### config.mk
export PLATFORM = sky130hd
export DESIGN_NAME = skv_cell
export DESIGN_NICKNAME = d
export VERILOG_FILES = /design/src/rtl/skv_pkg.sv /design/src/rtl/skv_cell.sv
export SDC_FILE = /design/constraint.sdc
export NUM_CORES = 1
export LEC_CHECK = 0
export BUFFER_PORTS_ARGS = -buffer_cell sky130_fd_sc_hd__buf_2
export CAP_MARGIN = 20
export CORE_AREA = 2 2 154 156
export CTS_CLUSTER_SIZE = 10
export DETAILED_ROUTE_END_ITERATION = 7
export DIE_AREA = 0 0 156 158
export SYNTH_ARGS = -nofsm -noshare
export SYNTH_HDL_FRONTEND = slang
export SYNTH_SLANG_ARGS = --single-unit
### constraint.sdc
create_clock -name i_clk -period 6.1 [get_ports i_clk]
set_clock_uncertainty 0.2 [all_clocks]
set_input_delay 0.61 -clock i_clk [delete_from_list [all_inputs] [get_ports i_clk]]
set_output_delay 0.61 -clock i_clk [all_outputs]
set_load 0.03 [all_outputs]
### src/rtl/skv_pkg.sv
`timescale 1ns / 1ps
`default_nettype none

package skv_pkg;

    localparam int CAPACITY      = 64;
    localparam int KEY_WIDTH     = 32;
    localparam int PAYLOAD_WIDTH = 64;
    localparam int CNT_W         = $clog2(CAPACITY + 1);

    localparam int OP_W     = 2;
    localparam int IN_KEY_W = 32;
    localparam int IN_PAY_W = 64;
    localparam int STAT_W   = 2;
    localparam int OCC_W    = 7;

    localparam logic [OP_W-1:0] OP_SET    = 2'd0;
    localparam logic [OP_W-1:0] OP_REMOVE = 2'd1;
    localparam logic [OP_W-1:0] OP_FIND   = 2'd2;
    localparam logic [OP_W-1:0] OP_CLEAR  = 2'd3;

    localparam logic [STAT_W-1:0] ST_OK   = 2'd0;
    localparam logic [STAT_W-1:0] ST_MISS = 2'd1;
    localparam logic [STAT_W-1:0] ST_FULL = 2'd2;

    typedef logic [KEY_WIDTH-1:0]     t_key;
    typedef logic [PAYLOAD_WIDTH-1:0] t_pay;

    typedef struct packed {
        logic [OP_W-1:0]     operation;
        logic [IN_KEY_W-1:0] key;
        logic [IN_PAY_W-1:0] payload;
    } t_in;

    typedef struct packed {
        logic [STAT_W-1:0]   status;
        logic [IN_PAY_W-1:0] value;
        logic [OCC_W-1:0]    occupancy;
    } t_out;

    typedef struct packed {
        logic cmp;
        logic upd;
        logic ins;
        logic del;
    } t_cell_cmd;

endpackage

`default_nettype wire

### src/rtl/skv_cell.sv
`timescale 1ns / 1ps
`default_nettype none

module skv_cell (
    input  wire                 i_clk,
    input  wire                 i_rst_n,
    input  skv_pkg::t_cell_cmd  i_cmd,
    input  wire                 i_occ,
    input  skv_pkg::t_key       i_key,
    input  skv_pkg::t_pay       i_pay,
    input  wire                 i_left_lt,
    input  skv_pkg::t_key       i_left_key,
    input  skv_pkg::t_pay       i_left_pay,
    input  skv_pkg::t_key       i_right_key,
    input  skv_pkg::t_pay       i_right_pay,
    output skv_pkg::t_key       o_key,
    output skv_pkg::t_pay       o_pay,
    output logic                o_lt,
    output logic                o_eq
);
    import skv_pkg::*;

    t_key r_key, n_key;
    t_pay r_pay, n_pay;
    logic r_lt, n_lt;
    logic r_eq, n_eq;

    always_comb begin
        n_key = r_key;
        n_pay = r_pay;
        n_lt  = r_lt;
        n_eq  = r_eq;
        if (i_cmd.cmp) begin
            n_lt = i_occ && (r_key < i_key);
            n_eq = i_occ && (r_key == i_key);
        end else if (i_cmd.upd) begin
            if (r_eq) begin
                n_pay = i_pay;
            end
        end else if (i_cmd.ins) begin
            if (!r_lt) begin
                if (i_left_lt) begin
                    n_key = i_key;
                    n_pay = i_pay;
                end else begin
                    n_key = i_left_key;
                    n_pay = i_left_pay;
                end
            end
        end else if (i_cmd.del) begin
            if (!r_lt) begin
                n_key = i_right_key;
                n_pay = i_right_pay;
            end
        end
    end

    always_ff @(posedge i_clk) begin
        r_key <= n_key;
        r_pay <= n_pay;
    end

    always_ff @(posedge i_clk) begin
        if (!i_rst_n) begin
            r_lt <= 1'b0;
            r_eq <= 1'b0;
        end else begin
            r_lt <= n_lt;
            r_eq <= n_eq;
        end
    end

    assign o_key = r_key;
    assign o_pay = r_pay;
    assign o_lt  = r_lt;
    assign o_eq  = r_eq;

endmodule

`default_nettype wire

Word-level counts from Yosys, hierarchy flattened
Cells that the tools add are included.
{"block": "totals", "word_cells": 29, "output_inout_bits": 98, "regBits": 98, "input_bits": 296}
{"block": "classes", "muxes": 12, "n_lt_le_gt_ge": 1, "n_reduce_logical": 6, "eq_ne": 3, "n_bitwise": 3}
{"operator": "$mux W64", "n": 7}
{"operator": "$mux W32", "n": 5}
{"operator": "$eq A32 B32 Y1", "n": 1}
{"operator": "$lt A32 B32 Y1", "n": 1}
{"operator": "$reduce_and A4 Y1", "n": 2}
{"operator": "$not A1 Y1", "n": 3}
{"operator": "$reduce_bool A3 Y1", "n": 1}
{"operator": "$logic_and A1 B1 Y1", "n": 2}
{"operator": "$ne A2 B1 Y1 const B", "n": 1}
{"operator": "$ne A2 B2 Y1 const B", "n": 1}
{"operator": "$reduce_bool A2 Y1", "n": 1}

Longest topological paths before layout
Gate-level depths: netlist (run 1).
{"block": "logic_depth", "word_depth": 4, "mapped_depth": 7, "mapped_depth_nobuf": 7}

Worst setup path before layout (run 1)
Ideal clock, no wire load.
{"block": "synth_path", "path_type": "input to register", "from": "input i_cmd[1] (netlist name)", "to": "register r_pay[0] (netlist: o_pay[0]) (enable)", "path_buffers": 2, "setup_time_ns": 0.421, "required_time_ns": 5.479, "slack_ns": -0.189, "t_arrival_ns": 5.668, "stages": 5, "cell_sequence": "clkbuf_1 -> clkbuf_1 -> nor2_1 -> nor4_1 -> a21o_1"}
{"block": "synth_via", "elab_chain_len": 2}
{"item": "start: declaration", "line_no": "skv_cell.sv:7", "rtl": "input skv_pkg::t_cell_cmd i_cmd,"}
{"item": "$reduce_bool A3 Y1 (no source line)"}
{"item": "$reduce_and A4 Y1 (no source line)"}
{"item": "end signal: assignment", "line_no": "skv_cell.sv:60", "rtl": "r_pay <= n_pay;"}
{"item": "end: declaration", "line_no": "skv_cell.sv:24", "rtl": "t_pay r_pay, n_pay;"}
No other way between the ends.
A chain may end at the register's enable or synchronous reset.

Worst setup path after layout (run 1)
{"block": "layout_path", "from": "input i_left_lt", "to": "register r_pay[48] (netlist: o_pay[48]), data pin"}
{"block": "layout_via", "elab_chain_len": 4}
{"item": "start: declaration", "line_no": "skv_cell.sv:11", "rtl": "input wire i_left_lt,"}
{"item": "$mux W64", "line_no": "skv_cell.sv:42", "rtl": "if (i_left_lt) begin"}
{"item": "$mux W64", "line_no": "skv_cell.sv:41", "rtl": "if (!r_lt) begin"}
{"item": "$mux W64", "line_no": "skv_cell.sv:40", "rtl": "end else if (i_cmd.ins) begin"}
{"item": "$mux W64", "line_no": "skv_cell.sv:36", "rtl": "end else if (i_cmd.upd) begin"}
No other way between the ends. The select of a mux whose other input is x is not followed.

==> results of run 1 <==
## synthesized netlist by cell type (8+ instances only)
cell type    n  area share
buf_1        8      0.0053
nor2_1      36       0.024
inv_1       32       0.021
edfxtp_1    96        0.51
clkbuf_1    22       0.015
o22a_1     128        0.20
ha_1        32       0.071
nand2_1     12      0.0079
a21oi_1     46       0.041
mux2i_1     32       0.056
buf_2        9      0.0079
## area by class of cell
| type | instances | area (µm²) | share of cell area |
|---|---|---|---|
| sequential | 98 | 2920 | 0.355 |
| multi-input combinational | 318 | 2500 | 0.304 |
| timing repair buffer | 401 | 2030 | 0.246 |
| tap | 290 | 363 | 0.0440 |
| clock buffer | 10 | 229 | 0.0278 |
| inverter | 32 | 120 | 0.0146 |
| clock inverter | 6 | 72.6 | 0.00881 |
## worst max path at each step
stage,end,slack (ns),cells past startpoint
after floorplan,o_pay[0]$_DFFE_PP_,1.14,5
after global placement,o_pay[1]$_DFFE_PP_,3.26,6
after detailed placement,o_pay[48]$_DFFE_PP_,3.23,6
after CTS,o_pay[48]$_DFFE_PP_,3.60,6
after global routing,o_pay[48]$_DFFE_PP_,3.48,6
final,o_pay[48]$_DFFE_PP_,3.59,6
## worst max-delay path, delay by kind of cell
family                 cells  cell delay [ns]
AOI/OAI and AO/OA          2             0.48
buffers and inverters      3             1.12
and+or+nand+nor            1             0.23
## kinds of logic (layout without fill, tap and decap cells)
| family | count (synthesis) | in the layout | synth area share |
|---|---|---|---|
| compound gates | 187 | 187 | 0.255 |
| fa+ha+maj | 32 | 32 | 0.0706 |
| simple gates | 67 | 67 | 0.0538 |
| mux | 32 | 32 | 0.0565 |
| flops | 98 | 98 | 0.515 |
| buf+inv | 71 | 449 | 0.0490 |
## through the flow
| stage | utilization | instance area (µm²) | setup WS [ns] | std cells | total power, W |
|---|---|---|---|---|---|
| floorplan | - | 5680 | 1.14 | 487 | 0.00104 |
| global placement | 0.344 | 7940 | 3.26 | 1139 | 0.00122 |
| detailed placement | 0.344 | 7940 | 3.23 | 1139 | 0.00122 |
| CTS | 0.357 | 8240 | 3.60 | 1155 | 0.00183 |
| global route | 0.357 | 8240 | 3.48 | 1155 | 0.00190 |
| finish | 0.357 | 8240 | 3.59 | 1155 | 0.00181 |
## power by group
part	internal (W)	switching, W
sequential	0.000783	0.0000118
clock	0.000324	0.000282
combinational	0.000181	0.000224
## layer usage
metal	routed length [µm]	vias up
li1	-	2653
met1	8660	2552
met2	10300	228
met3	1460	31
met4	477	2
met5	13	-
## registers in the layout (all words and copies together) (netlist names)
signal,cells
o_pay,64
o_key,32
o_lt,1
o_eq,1
==> metrics, run 1 <==
status complete, no violations; setup slack, reg-to-reg 3.77 ns; crit share post-route 0.411; Synth Flop Type edfxtp_1; Yosys reg bits 98; Chip Width 156 µm; CTS Buf Count 9; first-pass GRT wire length 29,700 µm; clock latency on the worst-skew pair 0.35 ns; GR met2 Demand/Resource 0.259; number of nets in the layout 1,188; worst hold endpoint o_eq$_SDFFE_PN0P_; Crit path required time 6.13 ns; Die Ht 158 µm; vias in the first global route 5,264; Min-Delay Path Class in2reg; Slew Limit Fails 0; CTS Buffer Depth 2; critical path peak fanout 64; # Post-CTS Setup Buffers 0; clock slew at reported path FFs 0.07 ns; gr usage total 0.159; hold path depth 2; via/cell ratio 4.73; Post-Syn Instances 487; power per cell area 219 mW/mm²; crit-path cells buf_2 > buf_4 > nand2b_2 > buf_4 > o22a_1 > o22a_1; Final GP Congestion 0.820; most common cell after layout, fill and taps aside buf_2; Rel. slew slack 0.487; initial antenna violation count 1; post-DP HPWL 15,900 µm; largest net degree at the start of global routing 75; Worst-Margin Slew 0.770 ns; GRT busiest layer met2; antenna-violating nets left 0; endpoints failing setup 0; Critical R2R Launch o_lt$_SDFFE_PN0P_; Hold WS 0.281 ns; Synth Net Count 815; number of synthesis warnings 0; CTS sink count 98; Port-buffer cells 393; arrival time worst endpoint 2.53 ns; GR Util met1 0.209; Site Rows 56; grt ovf 0; Critical R2R Capture o_pay[58]$_DFFE_PP_; number of vias in the routed layout 5,466; layout cells sized above 1 0.490; peak supply drop 0.0994 mV; clk root buf clkbuf_16; DRC violation count after routing 0; FF-to-FF path depth 3; max-cap check violation count 0; Setup CP Type in2reg; Yosys cell types 30; Mapped Area 0.00567 mm²; I/O pins 394; Worst Setup SP i_left_lt; Mean Syn Cell Area 11.7 µm²; initial core utilization 0.246; critical path endpoint category register; worst hold path startpoint i_rst_n; fillers 2,362; Die ar. 0.0246 mm²; most frequent cells in the layout buf_2, o22a_1, edfxtp_1; DRT Pass-1 Iters 5; Final Critical Period 2.51 ns; slowest stage delay, CP 0.54 ns; PostCTS Resize Cnt 0; P&R area growth vs syn 45.2%; TNS Setup 0 ns; ys async rst share 0; P_leak 3.77 nW; final hold violations 0; H-tree depth 3; GRT met3 Usage 0.0279; CP max stage cell buf_4; unrepaired setup endpoints after global routing false; Peak Freq 399 MHz; Post-synth EDFFs 96; core area 0.0231 mm²; sequential area share after synthesis 0.515; DR WL/cell 18.1 µm; Iter 0 DRT Violations 351; WL final 20,900 µm; Ant. Diodes 0; CTS tree done; Setup crit start kind input port; Post-CTS Hold Fix Bufs 0
(Power assumes the default switching activity.)
==> run 2, diff against run 1 <==
--- a/config.mk
+++ b/config.mk
@@ -5,12 +5,13 @@
 export SDC_FILE = /design/constraint.sdc
 export NUM_CORES = 1
 export LEC_CHECK = 0
+export ABC_AREA = 1
 export BUFFER_PORTS_ARGS = -buffer_cell sky130_fd_sc_hd__buf_2
 export CAP_MARGIN = 20
-export CORE_AREA = 2 2 154 156
+export CORE_AREA = 2 2 155 157
 export CTS_CLUSTER_SIZE = 10
 export DETAILED_ROUTE_END_ITERATION = 7
-export DIE_AREA = 0 0 156 158
+export DIE_AREA = 0 0 157 159
 export SYNTH_ARGS = -nofsm -noshare
 export SYNTH_HDL_FRONTEND = slang
 export SYNTH_SLANG_ARGS = --single-unit
==> constraint.sdc (replaced) <==
create_clock -name i_clk -period 2.6 [get_ports i_clk]
set_clock_uncertainty 0.2 [all_clocks]
set_input_delay 0.26 -clock i_clk [delete_from_list [all_inputs] [get_ports i_clk]]
set_output_delay 0.26 -clock i_clk [all_outputs]
set_load 0.03 [all_outputs]
==> metrics, run 2 <==
status complete, no violations; gr usage total 0.172 (+0.0130); top post-synthesis cells by area edfxtp_1, nand2_1, inv_1, ha_1, o21ai_0; grt ovf 0 (unchanged); worst hold endpoint o_pay[36]$_DFFE_PP_; DR WL/cell 15.1 µm (-16%); peak supply drop 0.236 mV (+140%); Mean Syn Cell Area 8.29 µm² (-29%); fillers 2,416 (+2.3%); clock slew at reported path FFs 0.07 ns (about the same); number of synthesis warnings 0 (unchanged); Die Ht 159 µm (+0.63%); FF-to-FF path depth 8 (+5); endpoints failing setup 0 (unchanged); Post-synth EDFFs 96 (unchanged); Crit path required time 2.67 ns (-3.46 ns); most common cell after layout, fill and taps aside buf_2; Yosys top cell area share 0.458 (-0.0499); Post-Syn Instances 759 (+56%); Die ar. 0.0250 mm² (+1.3%); Setup crit start kind register; P_leak 4.53 nW (+20%); critical path peak fanout 2 (-97%); sequential area share after synthesis 0.465 (-0.0506); initial antenna violation count 2 (+1); Slew Limit Fails 0 (unchanged); # Post-CTS Setup Buffers 0 (unchanged); arrival time worst endpoint 1.85 ns (-0.68 ns); initial core utilization 0.271 (+0.0252); Peak Freq 561 MHz; Synth top cells by count nand2_1, inv_1, edfxtp_1; met3 routed WL 1640 µm (+12%); largest net degree at the start of global routing 81 (+8.0%); WL final 22,400 µm (+7.4%); Iter 0 DRT Violations 354 (+0.85%); layout cells sized above 1 0.365 (-0.125); TNS Setup 0 ns (unchanged); power per cell area 468 mW/mm² (+110%); multi-input logic area 0.00258 mm² (+2.9%); Synth Flop Type edfxtp_1; CTS sink count 98 (unchanged); Mapped Area 0.00629 mm² (+11%); final hold violations 0 (unchanged); ys async rst share 0 (unchanged); Port-buffer cells 393 (unchanged); sequential cell area 0.00292 mm² (unchanged); CTS Buffer Depth 2 (unchanged); hold path depth 3 (+1); Routed met2 length 11,300 µm (+9.4%); Critical R2R Launch o_key[31]$_DFFE_PP_; Critical R2R Capture o_lt$_SDFFE_PN0P_; Final Critical Period 1.78 ns; H-tree depth 3 (unchanged); Setup CP Type reg2reg; crit share post-route 0.685; max-cap check violation count 0 (unchanged); DRC violation count after routing 0 (unchanged); antenna-violating nets left 0 (unchanged); Yosys cell types 23 (-23%); Synth Net Count 1,087 (+33%); most frequent cells in the layout buf_2, nand2_1, inv_1; Final GP Congestion 0.843 (+2.8%); critical path endpoint category register; number of vias in the routed layout 6,787 (+24%); P&R area growth vs syn 44.2%; Yosys reg bits 98 (unchanged); setup slack, reg-to-reg 0.82 ns (-2.95 ns); vias in the first global route 6,533 (+24%); max reg flops 64 (unchanged); most frequent cell after synthesis nand2_1; CTS Buf Count 9 (unchanged); clk root buf clkbuf_16; I/O pins 394 (unchanged); core area 0.0232 mm² (+0.61%); Worst-Margin Slew 0.718 ns (-0.0514 ns); max layer used met4; worst hold path startpoint i_pay[36]; CTS tree done; Min-Delay Path Class in2reg; Rel. slew slack 0.521 (+0.0343); unrepaired setup endpoints after global routing false; Worst Setup SP o_key[31]$_DFFE_PP_; post-place setup slack 0.614 ns (-2.62 ns); via/cell ratio 4.57 (-3.4%); Site Rows 56 (unchanged); number of nets in the layout 1,487 (+25%); post-DP HPWL 17,300 µm (+8.6%); DRT Pass-1 Iters 4 (-1); final worst setup slack 0.818 ns (-2.77 ns); first-pass GRT wire length 33,700 µm (+13%); largest area contributor in the netlist edfxtp_1; routed length on met1 9060 µm (+4.6%); Chip Width 157 µm (+0.64%); clock latency on the worst-skew pair 0.35 ns (about the same)
==> run 2: timing repair <==
item                                   CTS  global route
gates resized for setup                  0             0
hold buffers                            36             0
endpoints found under the hold margin   37             0
==> run 2: critical path: stages (launching register included) <==
cell and delay [ns]:
edfxtp_1 0.39, ha_1 0.30, a21oi_1 0.20, nand3_1 0.09, nor2_1 0.09, nand2_1 0.07, a21oi_1 0.17, nand2_1 0.08
a21oi_1 0.13
==> run 2: where the power goes <==
part | internal, W | switching, W | total, W
sequential | 0.00184 | 0.0000263 | 0.00187
combinational | 0.000409 | 0.000597 | 0.00101
clock | 0.000750 | 0.000624 | 0.00137
total | 0.00300 | 0.00125 | 0.00425
==> run 2: how the worst max path moves through the flow <==
stage	endpoint	slack, ns	cells past startpoint
after floorplan	o_pay[0]$_DFFE_PP_	0.14	5
after global placement	o_key[1]$_DFFE_PP_	0.67	5
after detailed placement	o_key[13]$_DFFE_PP_	0.61	5
after CTS	o_lt$_SDFFE_PN0P_	0.77	8
after global routing	o_lt$_SDFFE_PN0P_	0.62	8
final	o_lt$_SDFFE_PN0P_	0.82	8
==> run 2: cell type report <==
cell class              count  share of cell area
inverters                 110              0.0458
diodes                      2            0.000552
flip-flops and latches     98               0.322
clock buffers              10              0.0252
repair buffers            441               0.271
multi-input cells         499               0.284
well taps                 319              0.0440
clock inverters             6             0.00731
==> run 2: per-layer routing <==
layer	GRT usage	vias to the layer above
li1	-	3381
met2	0.309	319
met1	0.203	3055
met4	0.0550	0
met3	0.0359	32
met5	0	-
==> run 2: kinds of logic after synthesis <==
kind of cell | Yosys count | synth area share
simple gates | 257 | 0.169
buf+inv | 162 | 0.128
flops | 98 | 0.465
compound gates | 210 | 0.174
fa+ha+maj | 32 | 0.0636
==> run 2: per-stage QoR <==
step	utilization	hold slack, ns	total power, W	instances	cell area, µm²
final	0.391	0.0186	0.00425	1485	9070
after global routing	0.391	0.0143	0.00447	1485	9070
after CTS	0.391	0.000127	0.00431	1483	9070
after detailed placement	0.363	0.299	0.00287	1431	8410
after global placement	0.363	0.279	0.00286	1431	8410
after floorplan	-	0.192	0.00248	759	6310
